--- config.mk ---
export PLATFORM = sky130hd
export DESIGN_NAME = pixel_command_line_parser
export DESIGN_NICKNAME = d
export VERILOG_FILES = /design/src/rtl/core/pcl_pkg.sv /design/src/rtl/core/pixel_command_line_parser.sv /design/src/rtl/core/pcl_decoder.sv /design/src/rtl/core/pcl_out_buf.sv
export VERILOG_INCLUDE_DIRS = /design/src /design/src/rtl/core
export SDC_FILE = /design/constraint.sdc
export NUM_CORES = 1
export LEC_CHECK = 0
export BUFFER_PORTS_ARGS = -buffer_cell sky130_fd_sc_hd__buf_2
export CAP_MARGIN = 5
export CELL_PAD_IN_SITES_DETAIL_PLACEMENT = 1
export CELL_PAD_IN_SITES_GLOBAL_PLACEMENT = 2
export CORE_AREA = 2 2 229 231
export CTS_CLUSTER_DIAMETER = 60
export CTS_CLUSTER_SIZE = 25
export DETAILED_ROUTE_END_ITERATION = 6
export DIE_AREA = 0 0 231 233
export GPL_ROUTABILITY_DRIVEN = 0
export PLACE_DENSITY = 0.77
export SYNTH_ARGS = -nofsm -noshare
export SYNTH_HDL_FRONTEND = slang
export SYNTH_SLANG_ARGS = --single-unit
export TNS_END_PERCENT = 1
--- constraint.sdc ---
create_clock -name aclk -period 22.4 [get_ports aclk]
set_input_delay 4.48 -clock aclk [delete_from_list [all_inputs] [get_ports aclk]]
set_output_delay 4.48 -clock aclk [all_outputs]
set_load 0.01 [all_outputs]
--- src/rtl/core/assert_macros.svh ---
// Shared assertion macros for the command parser RTL.
`ifndef ASSERT_MACROS_SVH
`define ASSERT_MACROS_SVH

// Same-cycle implication, disabled while reset is asserted.
`define PCL_ASSERT_IMP(label, clk, rst_n, ante, cons, msg) \
    label: assert property (@(posedge clk) disable iff (!rst_n) (ante) |-> (cons)) \
        else $error(msg);

// Next-cycle implication, disabled while reset is asserted.
`define PCL_ASSERT_NXT(label, clk, rst_n, ante, cons, msg) \
    label: assert property (@(posedge clk) disable iff (!rst_n) (ante) |=> (cons)) \
        else $error(msg);

`endif

--- src/rtl/core/pcl_pkg.sv ---
package pcl_pkg;

    // Line buffer limit
    localparam int LINE_MAX_DEF = 32;

    // Field widths
    localparam int BYTE_W  = 8;
    localparam int COORD_W = 32;
    localparam int COLOR_W = 32;
    localparam int KIND_W  = 3;
    localparam int CLEN_W  = 6;

    // Colour field length: saturation point and the two lengths that make a write
    localparam logic [CLEN_W-1:0] CLEN_MAX    = 6'd63;
    localparam logic [CLEN_W-1:0] CLEN_OPAQUE = 6'd6;
    localparam logic [CLEN_W-1:0] CLEN_ALPHA  = 6'd8;

    // Command kinds
    localparam logic [KIND_W-1:0] KIND_OPAQUE = 3'd0;
    localparam logic [KIND_W-1:0] KIND_ALPHA  = 3'd1;
    localparam logic [KIND_W-1:0] KIND_READ   = 3'd2;
    localparam logic [KIND_W-1:0] KIND_SIZE   = 3'd3;
    localparam logic [KIND_W-1:0] KIND_HELP   = 3'd4;

    // Character codes
    localparam logic [BYTE_W-1:0] CH_NUL   = 8'h00;
    localparam logic [BYTE_W-1:0] CH_LF    = 8'h0A;
    localparam logic [BYTE_W-1:0] CH_CR    = 8'h0D;
    localparam logic [BYTE_W-1:0] CH_SPACE = 8'h20;
    localparam logic [BYTE_W-1:0] CH_ZERO  = 8'h30;
    localparam logic [BYTE_W-1:0] CH_NINE  = 8'h39;
    localparam logic [BYTE_W-1:0] CH_UA    = 8'h41;
    localparam logic [BYTE_W-1:0] CH_UF    = 8'h46;
    localparam logic [BYTE_W-1:0] CH_LA    = 8'h61;
    localparam logic [BYTE_W-1:0] CH_LF_HEX = 8'h66;
    localparam logic [BYTE_W-1:0] CH_P     = 8'h50;
    localparam logic [BYTE_W-1:0] CH_S     = 8'h53;
    localparam logic [BYTE_W-1:0] CH_H     = 8'h48;

    // Lengths of the command keywords
    localparam int PX_LEN   = 3;
    localparam int SIZE_LEN = 4;
    localparam int HELP_LEN = 4;

    // One decoded command
    typedef struct packed {
        logic [KIND_W-1:0]  kind;
        logic [COORD_W-1:0] x;
        logic [COORD_W-1:0] y;
        logic [COLOR_W-1:0] color;
    } pcl_result_t;

    // Keyword characters by position
    function automatic logic [BYTE_W-1:0] px_char(input logic [1:0] k);
        logic [BYTE_W-1:0] c;
        case (k)
            2'd0:    c = CH_P;
            2'd1:    c = 8'h58;     // X
            2'd2:    c = CH_SPACE;
            default: c = CH_NUL;
        endcase
        return c;
    endfunction

    function automatic logic [BYTE_W-1:0] size_char(input logic [1:0] k);
        logic [BYTE_W-1:0] c;
        case (k)
            2'd0:    c = CH_S;
            2'd1:    c = 8'h49;     // I
            2'd2:    c = 8'h5A;     // Z
            default: c = 8'h45;     // E
        endcase
        return c;
    endfunction

    function automatic logic [BYTE_W-1:0] help_char(input logic [1:0] k);
        logic [BYTE_W-1:0] c;
        case (k)
            2'd0:    c = CH_H;
            2'd1:    c = 8'h45;     // E
            2'd2:    c = 8'h4C;     // L
            default: c = CH_P;
        endcase
        return c;
    endfunction

    // Hex digit test and value
    function automatic logic is_hex(input logic [BYTE_W-1:0] b);
        return (b >= CH_ZERO && b <= CH_NINE) || (b >= CH_LA && b <= CH_LF_HEX) ||
               (b >= CH_UA && b <= CH_UF);
    endfunction

    function automatic logic [3:0] hex_nibble(input logic [BYTE_W-1:0] b);
        logic [BYTE_W-1:0] v;
        if (b >= CH_ZERO && b <= CH_NINE) begin
            v = b - CH_ZERO;
        end else if (b >= CH_LA && b <= CH_LF_HEX) begin
            v = b - CH_LA + 8'd10;
        end else begin
            v = b - CH_UA + 8'd10;
        end
        return v[3:0];
    endfunction

endpackage

--- src/rtl/core/pixel_command_line_parser.sv ---
// Pixel command line parser: one byte per cycle in, one command per decoded line out.
// A command is registered into the output buffer when its newline byte is accepted.
// Throughput: one byte per cycle; the parser state updates once per accepted byte,
// and a two-slot output buffer stalls input only when two commands wait unread.
// Reset: synchronous active-low aresetn clears parser state and empties the output buffer.
module pixel_command_line_parser #(
    parameter int LINE_MAX = pcl_pkg::LINE_MAX_DEF
) (
    input  logic         aclk,
    input  logic         aresetn,
    input  logic         s_tvalid,
    output logic         s_tready,
    input  logic [7:0]   s_tdata,   // [7:0] rx_byte
    output logic         m_tvalid,
    input  logic         m_tready,
    output logic [95:0]  m_tdata,   // [31:0] pos_x, [63:32] pos_y, [95:64] color_word
    output logic [2:0]   m_tuser    // [2:0] cmd_kind
);
    import pcl_pkg::*;

    logic        in_fire;
    logic        res_valid;
    pcl_result_t res;
    pcl_result_t out_res;

    assign in_fire = s_tvalid && s_tready;

    pcl_decoder #(
        .LINE_MAX (LINE_MAX)
    ) u_decoder (
        .aclk      (aclk),
        .aresetn   (aresetn),
        .in_fire   (in_fire),
        .in_byte   (s_tdata),
        .res_valid (res_valid),
        .res       (res)
    );

    pcl_out_buf u_out_buf (
        .aclk      (aclk),
        .aresetn   (aresetn),
        .in_valid  (res_valid),
        .in_data   (res),
        .in_ready  (s_tready),
        .out_valid (m_tvalid),
        .out_data  (out_res),
        .out_ready (m_tready)
    );

    // Pack the command onto the result channel
    assign m_tdata = {out_res.color, out_res.y, out_res.x};
    assign m_tuser = out_res.kind;

endmodule

--- src/rtl/core/pcl_decoder.sv ---
module pcl_decoder #(
    parameter int LINE_MAX = pcl_pkg::LINE_MAX_DEF
) (
    input  logic                        aclk,
    input  logic                        aresetn,
    input  logic                        in_fire,
    input  logic [pcl_pkg::BYTE_W-1:0]  in_byte,
    output logic                        res_valid,
    output pcl_pkg::pcl_result_t        res
);
    import pcl_pkg::*;

    localparam int LEN_W = $clog2(LINE_MAX + 1);
    localparam logic [LEN_W-1:0] LINE_MAX_L = LEN_W'(LINE_MAX);
    localparam logic [LEN_W-1:0] PX_LAST    = LEN_W'(PX_LEN - 1);
    localparam logic [LEN_W-1:0] SIZE_LAST  = LEN_W'(SIZE_LEN - 1);
    localparam logic [LEN_W-1:0] HELP_LAST  = LEN_W'(HELP_LEN - 1);

    typedef enum logic [3:0] {
        PH_START   = 4'd0,
        PH_PX      = 4'd1,
        PH_SIZE    = 4'd2,
        PH_HELP    = 4'd3,
        PH_SIZE_OK = 4'd4,
        PH_HELP_OK = 4'd5,
        PH_X       = 4'd6,
        PH_Y_EMPTY = 4'd7,
        PH_Y       = 4'd8,
        PH_COLOR   = 4'd9,
        PH_DEAD    = 4'd10
    } phase_t;

    phase_t             phase_reg, phase_next;
    logic [LEN_W-1:0]   line_length_reg, line_length_next;
    logic               skip_reg, skip_next;
    logic [COORD_W-1:0] x_reg, x_next;
    logic [COORD_W-1:0] y_reg, y_next;
    logic [COLOR_W-1:0] color_reg, color_next;
    logic [CLEN_W-1:0]  clen_reg, clen_next;
    logic               hex_stop_reg, hex_stop_next;

    logic [COORD_W-1:0] byte_ext;
    logic [COORD_W-1:0] x_dec;
    logic [COORD_W-1:0] y_dec;

    // Decimal digit step: acc * 10 + byte - '0', wrapping
    assign byte_ext = COORD_W'(in_byte);
    assign x_dec = (x_reg << 3) + (x_reg << 1) + byte_ext - COORD_W'(CH_ZERO);
    assign y_dec = (y_reg << 3) + (y_reg << 1) + byte_ext - COORD_W'(CH_ZERO);

    // Next state and result for one accepted byte
    always_comb begin
        phase_next       = phase_reg;
        line_length_next = line_length_reg;
        skip_next        = skip_reg;
        x_next           = x_reg;
        y_next           = y_reg;
        color_next       = color_reg;
        clen_next        = clen_reg;
        hex_stop_next    = hex_stop_reg;
        res_valid        = 1'b0;
        res              = '0;

        if (in_fire) begin
            if (skip_reg) begin
                // Drop an overlong line through its newline
                if (in_byte == CH_LF) begin
                    skip_next = 1'b0;
                end
            end else if (line_length_reg >= LINE_MAX_L) begin
                // Discard the full line
                phase_next       = PH_START;
                line_length_next = '0;
                x_next           = '0;
                y_next           = '0;
                color_next       = '0;
                clen_next        = '0;
                hex_stop_next    = 1'b0;
                skip_next        = (in_byte != CH_LF);
            end else if (in_byte == CH_CR) begin
                // Ignore carriage returns
            end else if (in_byte != CH_LF) begin
                line_length_next = line_length_reg + 1'b1;
                unique case (phase_reg)
                    PH_START: begin
                        if (in_byte == CH_P) begin
                            phase_next = PH_PX;
                        end else if (in_byte == CH_S) begin
                            phase_next = PH_SIZE;
                        end else if (in_byte == CH_H) begin
                            phase_next = PH_HELP;
                        end else begin
                            phase_next = PH_DEAD;
                        end
                    end
                    PH_PX: begin
                        if (line_length_reg > PX_LAST ||
                            in_byte != px_char(line_length_reg[1:0])) begin
                            phase_next = PH_DEAD;
                        end else if (line_length_reg == PX_LAST) begin
                            phase_next = PH_X;
                        end
                    end
                    PH_SIZE: begin
                        if (line_length_reg > SIZE_LAST ||
                            in_byte != size_char(line_length_reg[1:0])) begin
                            phase_next = PH_DEAD;
                        end else if (line_length_reg == SIZE_LAST) begin
                            phase_next = PH_SIZE_OK;
                        end
                    end
                    PH_HELP: begin
                        if (line_length_reg > HELP_LAST ||
                            in_byte != help_char(line_length_reg[1:0])) begin
                            phase_next = PH_DEAD;
                        end else if (line_length_reg == HELP_LAST) begin
                            phase_next = PH_HELP_OK;
                        end
                    end
                    PH_X: begin
                        if (in_byte == CH_SPACE) begin
                            phase_next = PH_Y_EMPTY;
                        end else if (in_byte == CH_NUL) begin
                            phase_next = PH_DEAD;
                        end else begin
                            x_next = x_dec;
                        end
                    end
                    PH_Y_EMPTY, PH_Y: begin
                        if (in_byte == CH_SPACE) begin
                            phase_next = PH_COLOR;
                        end else if (in_byte == CH_NUL) begin
                            phase_next = (phase_reg == PH_Y) ? PH_COLOR : PH_DEAD;
                        end else begin
                            y_next     = y_dec;
                            phase_next = PH_Y;
                        end
                    end
                    PH_COLOR: begin
                        if (clen_reg < CLEN_MAX) begin
                            clen_next = clen_reg + 1'b1;
                        end
                        if (!hex_stop_reg && is_hex(in_byte)) begin
                            color_next = {color_reg[COLOR_W-5:0], hex_nibble(in_byte)};
                        end else begin
                            hex_stop_next = 1'b1;
                        end
                    end
                    default: begin
                    end
                endcase
            end else begin
                // Newline: issue the decoded command, if the line was valid, and start a fresh line
                unique case (phase_reg)
                    PH_SIZE_OK: begin
                        res_valid = 1'b1;
                        res.kind  = KIND_SIZE;
                    end
                    PH_HELP_OK: begin
                        res_valid = 1'b1;
                        res.kind  = KIND_HELP;
                    end
                    PH_Y: begin
                        res_valid = 1'b1;
                        res.kind  = KIND_READ;
                        res.x     = x_reg;
                        res.y     = y_reg;
                    end
                    PH_COLOR: begin
                        if (clen_reg == CLEN_OPAQUE || clen_reg == CLEN_ALPHA) begin
                            res_valid = 1'b1;
                            res.kind  = (clen_reg == CLEN_OPAQUE) ? KIND_OPAQUE : KIND_ALPHA;
                            res.x     = x_reg;
                            res.y     = y_reg;
                            res.color = color_reg;
                        end
                    end
                    default: begin
                    end
                endcase
                phase_next       = PH_START;
                line_length_next = '0;
                x_next           = '0;
                y_next           = '0;
                color_next       = '0;
                clen_next        = '0;
                hex_stop_next    = 1'b0;
            end
        end
    end

    // Hold parser state
    always_ff @(posedge aclk) begin
        if (!aresetn) begin
            phase_reg       <= PH_START;
            line_length_reg <= '0;
            skip_reg        <= 1'b0;
            x_reg           <= '0;
            y_reg           <= '0;
            color_reg       <= '0;
            clen_reg        <= '0;
            hex_stop_reg    <= 1'b0;
        end else begin
            phase_reg       <= phase_next;
            line_length_reg <= line_length_next;
            skip_reg        <= skip_next;
            x_reg           <= x_next;
            y_reg           <= y_next;
            color_reg       <= color_next;
            clen_reg        <= clen_next;
            hex_stop_reg    <= hex_stop_next;
        end
    end

`include "assert_macros.svh"

    `PCL_ASSERT_IMP(a_len_bound, aclk, aresetn, 1'b1, line_length_reg <= LINE_MAX_L, "line length past limit")
    `PCL_ASSERT_IMP(a_skip_clean, aclk, aresetn, skip_reg, phase_reg == PH_START && line_length_reg == '0, "skip with live line")
    `PCL_ASSERT_IMP(a_res_on_lf, aclk, aresetn, res_valid, in_fire && in_byte == CH_LF, "command without newline")

endmodule

--- src/rtl/core/pcl_out_buf.sv ---
module pcl_out_buf (
    input  logic                 aclk,
    input  logic                 aresetn,
    input  logic                 in_valid,
    input  pcl_pkg::pcl_result_t in_data,
    output logic                 in_ready,
    output logic                 out_valid,
    output pcl_pkg::pcl_result_t out_data,
    input  logic                 out_ready
);
    import pcl_pkg::*;

    logic        out_valid_reg, out_valid_next;
    pcl_result_t out_data_reg, out_data_next;
    logic        skid_valid_reg, skid_valid_next;
    pcl_result_t skid_data_reg, skid_data_next;

    // Stall the byte stream only once the skid slot is taken
    assign in_ready  = !skid_valid_reg;
    assign out_valid = out_valid_reg;
    assign out_data  = out_data_reg;

    // Advance output register, park a request in the skid slot when stalled
    always_comb begin
        out_valid_next  = out_valid_reg;
        out_data_next   = out_data_reg;
        skid_valid_next = skid_valid_reg;
        skid_data_next  = skid_data_reg;
        if (out_ready || !out_valid_reg) begin
            if (skid_valid_reg) begin
                out_valid_next  = 1'b1;
                out_data_next   = skid_data_reg;
                skid_valid_next = 1'b0;
            end else begin
                out_valid_next = in_valid;
                out_data_next  = in_data;
            end
        end else if (in_valid) begin
            skid_valid_next = 1'b1;
            skid_data_next  = in_data;
        end
    end

    always_ff @(posedge aclk) begin
        if (!aresetn) begin
            out_valid_reg  <= 1'b0;
            skid_valid_reg <= 1'b0;
        end else begin
            out_valid_reg  <= out_valid_next;
            skid_valid_reg <= skid_valid_next;
        end
        out_data_reg  <= out_data_next;
        skid_data_reg <= skid_data_next;
    end

`include "assert_macros.svh"

    `PCL_ASSERT_IMP(a_skid_behind_out, aclk, aresetn, skid_valid_reg, out_valid_reg, "skid full while output empty")
    `PCL_ASSERT_IMP(a_no_overrun, aclk, aresetn, in_valid, !skid_valid_reg, "request while both slots full")
    `PCL_ASSERT_NXT(a_park, aclk, aresetn, out_valid_reg && !out_ready && in_valid, skid_valid_reg, "stalled request lost")

endmodule
# ---- Word-level counts from Yosys, hierarchy flattened
# Cells that the tools add are included.
dict set report word_totals {
  reg_bits 314
  elab_cells 205
}
dict set report op_classes {
  addsub 13
  order_cmp 10
  eq_ne 39
  n_mux 93
  bitwise 3
  n_reduce_logical 29
}
# cell n
set ops {}
lappend ops {{$mux W99} 7}
lappend ops {{$mux W32} 18}
lappend ops {{$mux W8} 18}
lappend ops {{$pmux W64 S2} 1}
lappend ops {{$mux W4} 18}
lappend ops {{$add A32 B32 Y32} 2}
lappend ops {{$add A32 B8 Y32} 2}
lappend ops {{$sub A32 B6 Y32 const B} 2}
lappend ops {{$mux W6} 8}
lappend ops {{$pmux W5 S3} 2}
lappend ops {{$eq A8 B7 Y1 const B} 3}
lappend ops {{$ne A3 B2 Y1 const B} 8}
lappend ops {{$ne A8 B8 Y1} 3}
lappend ops {{$pmux W4 S6} 1}
lappend ops {{$pmux W7 S3} 1}
lappend ops {{$ne A5 B4 Y1 const B} 4}
lappend ops {{$eq A4 B3 Y1 const B} 4}
lappend ops {{$eq A8 B4 Y1 const B} 2}
lappend ops {{$ge A8 B7 Y1 const B} 2}
lappend ops {{$le A8 B7 Y1 const B} 2}
lappend ops {{$mux W1} 16}
lappend ops {{$reduce_and A5 Y1} 3}
lappend ops {{$add A6 B1 Y6 const B} 2}
lappend ops {{$eq A6 B2 Y1 const B} 2}
lappend ops {{34 further kinds} 56}

# ---- Depth between registers and ports, before layout
dict set report depth {
  ltp_word 15
  mapped_depth 16
}

# ---- Hierarchy
# A second synthesis with hierarchy kept.
dict set report hier_totals {
  hier_cells 1721
  area_unflattened_um2 18347.6
}
# mod instances cells_per_inst area_each_um2
set by_module_without_submodules {}
lappend by_module_without_submodules {pcl_decoder 1 1403 11086.9}
lappend by_module_without_submodules {pcl_out_buf 1 317 7254.5}
lappend by_module_without_submodules {pixel_command_line_parser 1 1 6.3}

# ---- Worst setup path after synthesis
# No wires, ideal clock.
dict set report synth_timing {
  path_type {input to register}
  start {input port m_tready}
  end {register u_out_buf.skid_data_reg[0] in the netlist's numbering (enable)}
  setup_time_ps 568
  arrival_ps 11520
  setup_slack_ps 10313
  stages 2
  path_cell_list {nand2b_1 nor2b_1}
}
dict set report synth_via {
  elab_chain_len 3
}
# element line_no
set synth_rtl {}
lappend synth_rtl {{from (decl)} pixel_command_line_parser.sv:15} ;# input logic m_tready,
lappend synth_rtl {{$logic_or A1 B1 Y1} pcl_out_buf.sv:29} ;# if (out_ready || !out_valid_reg) begin
lappend synth_rtl {{$not A1 Y1 (no line)} n/a}
lappend synth_rtl {{$reduce_and A2 Y1 (no line)} n/a}
lappend synth_rtl {{to (signal assigned)} pcl_out_buf.sv:53} ;# skid_data_reg <= skid_data_next;
lappend synth_rtl {{to (decl)} pcl_out_buf.sv:16} ;# pcl_result_t skid_data_reg, skid_data_next;
# No other way between the ends.
# A chain may end at the register's enable or synchronous reset.

# ---- Worst setup path after layout
dict set report layout_timing {
  start {input port s_tdata[3]}
  end {register u_decoder.y_reg[29]}
}
dict set report layout_via {
  elab_chain_len 8
  word_cells_on_any_way 17
  classes_between {add/sub (2); eq/ne (7); mux (6); reduce/logical (2)}
}
# element line_no
set layout_rtl {}
lappend layout_rtl {{from (decl)} pixel_command_line_parser.sv:13} ;# input logic [7:0] s_tdata,
lappend layout_rtl {{$add A32 B8 Y32} pcl_decoder.sv:49} ;# assign y_dec = (y_reg << 3) + (y_reg << 1) + byte_ext - COORD_W'(CH_ZERO);
lappend layout_rtl {{$sub A32 B6 Y32} pcl_decoder.sv:49}
lappend layout_rtl {{$mux W32} pcl_decoder.sv:132} ;# end else if (in_byte == CH_NUL) begin
lappend layout_rtl {{$mux W32} pcl_decoder.sv:130} ;# if (in_byte == CH_SPACE) begin
lappend layout_rtl {{$mux W32} pcl_decoder.sv:84} ;# unique case (phase_reg)
lappend layout_rtl {{$mux W32} pcl_decoder.sv:82} ;# end else if (in_byte != CH_LF) begin
lappend layout_rtl {{$mux W32} pcl_decoder.sv:80} ;# end else if (in_byte == CH_CR) begin
lappend layout_rtl {{$mux W32} pcl_decoder.sv:70} ;# end else if (line_length_reg >= LINE_MAX_L) begin
lappend layout_rtl {{to (signal assigned)} pcl_decoder.sv:208} ;# y_reg <= y_next;
lappend layout_rtl {{to (decl)} pcl_decoder.sv:37} ;# logic [COORD_W-1:0] y_reg, y_next;
# Parallel ways exist; a longest one is shown, timed or not. The select of a mux whose other input is x is not followed.

==> flow_summary.toml <==
[run_status]
status = "complete, no violations"

[route]
routed_wirelength_um = 42100
detail_route.drc_violations = 0
route.antenna.remaining_nets = 0
wl_per_cell_um = 16.8
dr.pass1.iters = 4
viasPerCell = 5.02
drt_first_iter_violations = 530
route.vias.total = 12600

[place]
place_area_um2 = 19000
estimated_wirelength_of_the_detail_placed_design_um = 30500
numPortBuffers = 112
pre_cts_slack_ps = 14050

[pwr]
total_power_mw = 2.05
static-leakage-power_nw = 9.45
power.density_cell_area_nw_per_um2 = 102
vdd_ir_drop_max_v = 0.0000741

[timing]
finalSetupViolations = 0
fin_skew_ps = 39.2
fmax_mhz = 129
rsz0062_at_grt = "no"
post_route_minimum_period_ps = 7780
layout_worst_path_cycle_share_pct = 34.7
setup-tns-final_ps = 0
hold_viol_final = 0
drv_slew = 0
timing_worst_slew_pin_value_ps = 1060
fin_worst_hold_slack_ps = 469
worst_slack_ps = 14620
slew_headroom_pct = 29.6

[clock_tree]
postCtsResizedCells = 0
count_of_hold_buffers_inserted_by_post_cts_repair = 0
cts_sinks = 314
numCtsBuffers = 29
clkLatencyLatePin_ps = 600
htree_levels = 1
setup_repair_bufs_after_cts = 0
tritoncts = "done"
clk_pin_slew_ps = 90
clk_path_buf_depth = 3
root_buffer = "sky130_fd_sc_hd__clkbuf_16"

[floorplan]
core.rowCount = 83
design.die.area_um2 = 53800
starting_density_of_the_core_pct = 34.8
core_area_um2 = 51100
die_width_um = 231
pin_count = 113
die_height_um = 233

[critical_path]
worstReg2RegStart = "u_decoder.y_reg[0]"
cp.required_ps = 22940
cp_cell_sequence = "buf_2 > inv_1 > fa_1 > inv_1 > ha_1 > ha_1 > inv_1 > fa_1 > nand2b_1 > a21oi_1 > o31a_1 > a31o_2 > o2bb2ai_1 > a21oi_1 > or4_1 > nand3_1"
critical_path_class = "in2reg"
worstSetupStartpoint = "s_tdata[3]"
worst_setup_path_end_kind = "flip-flop"
worst-path-buf-inv = 4
worstPathArrival_ps = 8320
crit_path_max_delay_family = "adder cells"
setup.worst_path.start_class = "primary input"
reg2reg_setup_slack_ps = 18560
timing.critical_path.mode_cell = "sky130_fd_sc_hd__inv_1"
crit_slowest_cell = "sky130_fd_sc_hd__fa_1"
crit_fanout = 11
rr_worst_depth = 15
cpPeakStageDelay_ps = 570
r2r-end = "u_decoder.y_reg[29]"

[min_path]
hold_start = "u_decoder.y_reg[23]"
hp-class = "reg2reg"
worst_hold_path.num_cells = 2
whs_endpoint = "u_decoder.y_reg[23]"

[synth]
synth.largest_area_cell = "sky130_fd_sc_hd__edfxtp_1"
synthesis.yosys.warnings = 0
synth_top_area_share_pct = 33.4
yosysUniqueCellTypes = 76
synth_seq_cells = 314
syn_nets = 1925
synth.avg_cell_area_um2 = 10.3
synth_area_um2 = 17800
dominantRegCellSynth = "sky130_fd_sc_hd__edfxtp_1"
syn_inst = 1726
synth.yosys.seq_area_share_pct = 46.5
synth_enable_flop_cells = 198
synth_async_sr_flop_share_pct = 0
synth.area.top_cells = "sky130_fd_sc_hd__edfxtp_1, sky130_fd_sc_hd__dfxtp_1, sky130_fd_sc_hd__ha_1"

[grt]
first_global_vias = 13100
grt_use_total_pct = 15.8
globalRoute.totalOverflow = 0
grt_max_degree = 74
antenna_found_initial = 1
grt_first_pass_wirelength_um = 69200

[layout]
most-common-layout-cells = "sky130_fd_sc_hd__inv_1, sky130_fd_sc_hd__edfxtp_1, sky130_fd_sc_hd__ha_1, sky130_fd_sc_hd__a21o_1, sky130_fd_sc_hd__dfxtp_1"
final_common_cell = "sky130_fd_sc_hd__inv_1"
layout-drive-gt1-share_pct = 11.1
layout-area-overhead-vs-synth_pct = 13.0
postLayoutCellArea_um2 = 20100
num_antenna_cells = 0
num-nets-final = 2008

[job]
maxCapViolCount = 0
-- worst max-delay path by stage --
stage                                            end  slack, ps  cells past startpoint
after CTS                        u_decoder.y_reg[29]      14690                     16
after floorplan           u_out_buf.skid_data_reg[0]      10310                      2
final                            u_decoder.y_reg[29]      14620                     16
after detailed placement         u_decoder.y_reg[29]      14050                     16
after global routing             u_decoder.y_reg[24]      14170                     14
after global placement           u_decoder.y_reg[29]      14150                     16
-- Yosys cell counts (3+ instances only) --
| master | instances |
|---|---|
| sky130_fd_sc_hd__a21oi_1 | 75 |
| sky130_fd_sc_hd__nor3b_1 | 5 |
| sky130_fd_sc_hd__buf_2 | 14 |
| sky130_fd_sc_hd__o21bai_1 | 12 |
| sky130_fd_sc_hd__or3_1 | 7 |
| sky130_fd_sc_hd__o31ai_1 | 3 |
| sky130_fd_sc_hd__ha_1 | 175 |
| sky130_fd_sc_hd__o211ai_1 | 5 |
| sky130_fd_sc_hd__a32o_1 | 5 |
| sky130_fd_sc_hd__nand3_1 | 25 |
| sky130_fd_sc_hd__a211oi_1 | 4 |
| sky130_fd_sc_hd__mux2i_1 | 7 |
| sky130_fd_sc_hd__nand4_1 | 12 |
| sky130_fd_sc_hd__nand3b_1 | 7 |
| sky130_fd_sc_hd__nor2_1 | 63 |
| sky130_fd_sc_hd__dfxtp_1 | 116 |
| sky130_fd_sc_hd__clkbuf_1 | 55 |
| sky130_fd_sc_hd__a22o_1 | 3 |
| sky130_fd_sc_hd__fa_1 | 12 |
| sky130_fd_sc_hd__or4_1 | 3 |
| sky130_fd_sc_hd__xor2_1 | 29 |
| sky130_fd_sc_hd__a31oi_1 | 12 |
| sky130_fd_sc_hd__o31a_1 | 3 |
| sky130_fd_sc_hd__a21o_1 | 134 |
| sky130_fd_sc_hd__nor2b_1 | 75 |
| sky130_fd_sc_hd__nor4_1 | 8 |
| sky130_fd_sc_hd__a221oi_1 | 3 |
| sky130_fd_sc_hd__or2_2 | 4 |
| sky130_fd_sc_hd__a21boi_0 | 6 |
| sky130_fd_sc_hd__buf_6 | 4 |
| sky130_fd_sc_hd__nor3_1 | 12 |
| sky130_fd_sc_hd__nand2b_1 | 22 |
| sky130_fd_sc_hd__o21ai_0 | 63 |
| sky130_fd_sc_hd__and2_1 | 101 |
| sky130_fd_sc_hd__nand2_1 | 88 |
| sky130_fd_sc_hd__a22oi_1 | 60 |
| sky130_fd_sc_hd__xnor2_1 | 36 |
| sky130_fd_sc_hd__o21a_1 | 6 |
| sky130_fd_sc_hd__and3_1 | 9 |
| sky130_fd_sc_hd__inv_1 | 203 |
| sky130_fd_sc_hd__a32oi_1 | 3 |
| sky130_fd_sc_hd__edfxtp_1 | 198 |
-- worst register-to-register path: cells and delay by family, from the launching register on --
family | cells | cell delay, ps
AOI/OAI and AO/OA | 5 | 1180
adders and majority gates | 4 | 1330
buffers and inverters | 3 | 190
DFF | 1 | 390
and+or+nand+nor | 3 | 710
-- logic make-up after synthesis --
| group | after synthesis | share of synthesized area [%] |
|---|---|---|
| buf+inv | 277 | 6.13 |
| compound gates | 423 | 16.3 |
| xor+xnor | 65 | 3.20 |
| mux | 8 | 0.457 |
| simple gates | 452 | 13.8 |
| fa+ha+maj | 187 | 13.7 |
| flops | 314 | 46.5 |
-- power by group --
group          internal [mW]  total [mW]  switching, mW
sequential             0.624       0.641         0.0173
clock                  0.281       0.558          0.277
combinational          0.345       0.847          0.502
-- layout make-up --
class / instances / area [µm²]
repair buffers: 126 / 666
flip-flops and latches: 314 / 8270
clock inverters: 23 / 335
clock buffers: 31 / 743
well taps: 680 / 851
inverters: 203 / 762
multi-input cells: 1135 / 8470
fillers: 5746 / 31000
-- stage by stage --
step	util (%)	std cells
final	39.3	2512
after floorplan	-	1726
after detailed placement	37.2	2458
after CTS	39.3	2512
after global routing	39.3	2512
after global placement	37.2	2458
-- routing by layer --
layer / vias to the layer above / share of wire, % / global-route usage, %
met4: 2 / 1.6 / 3.29
met3: 42 / 2.6 / 1.83
met5: - / 0.033 / 0
li1: 6226 / - / -
met1: 6204 / 48 / 21.2
met2: 129 / 48 / 27.3
(Power assumes the default switching activity.)
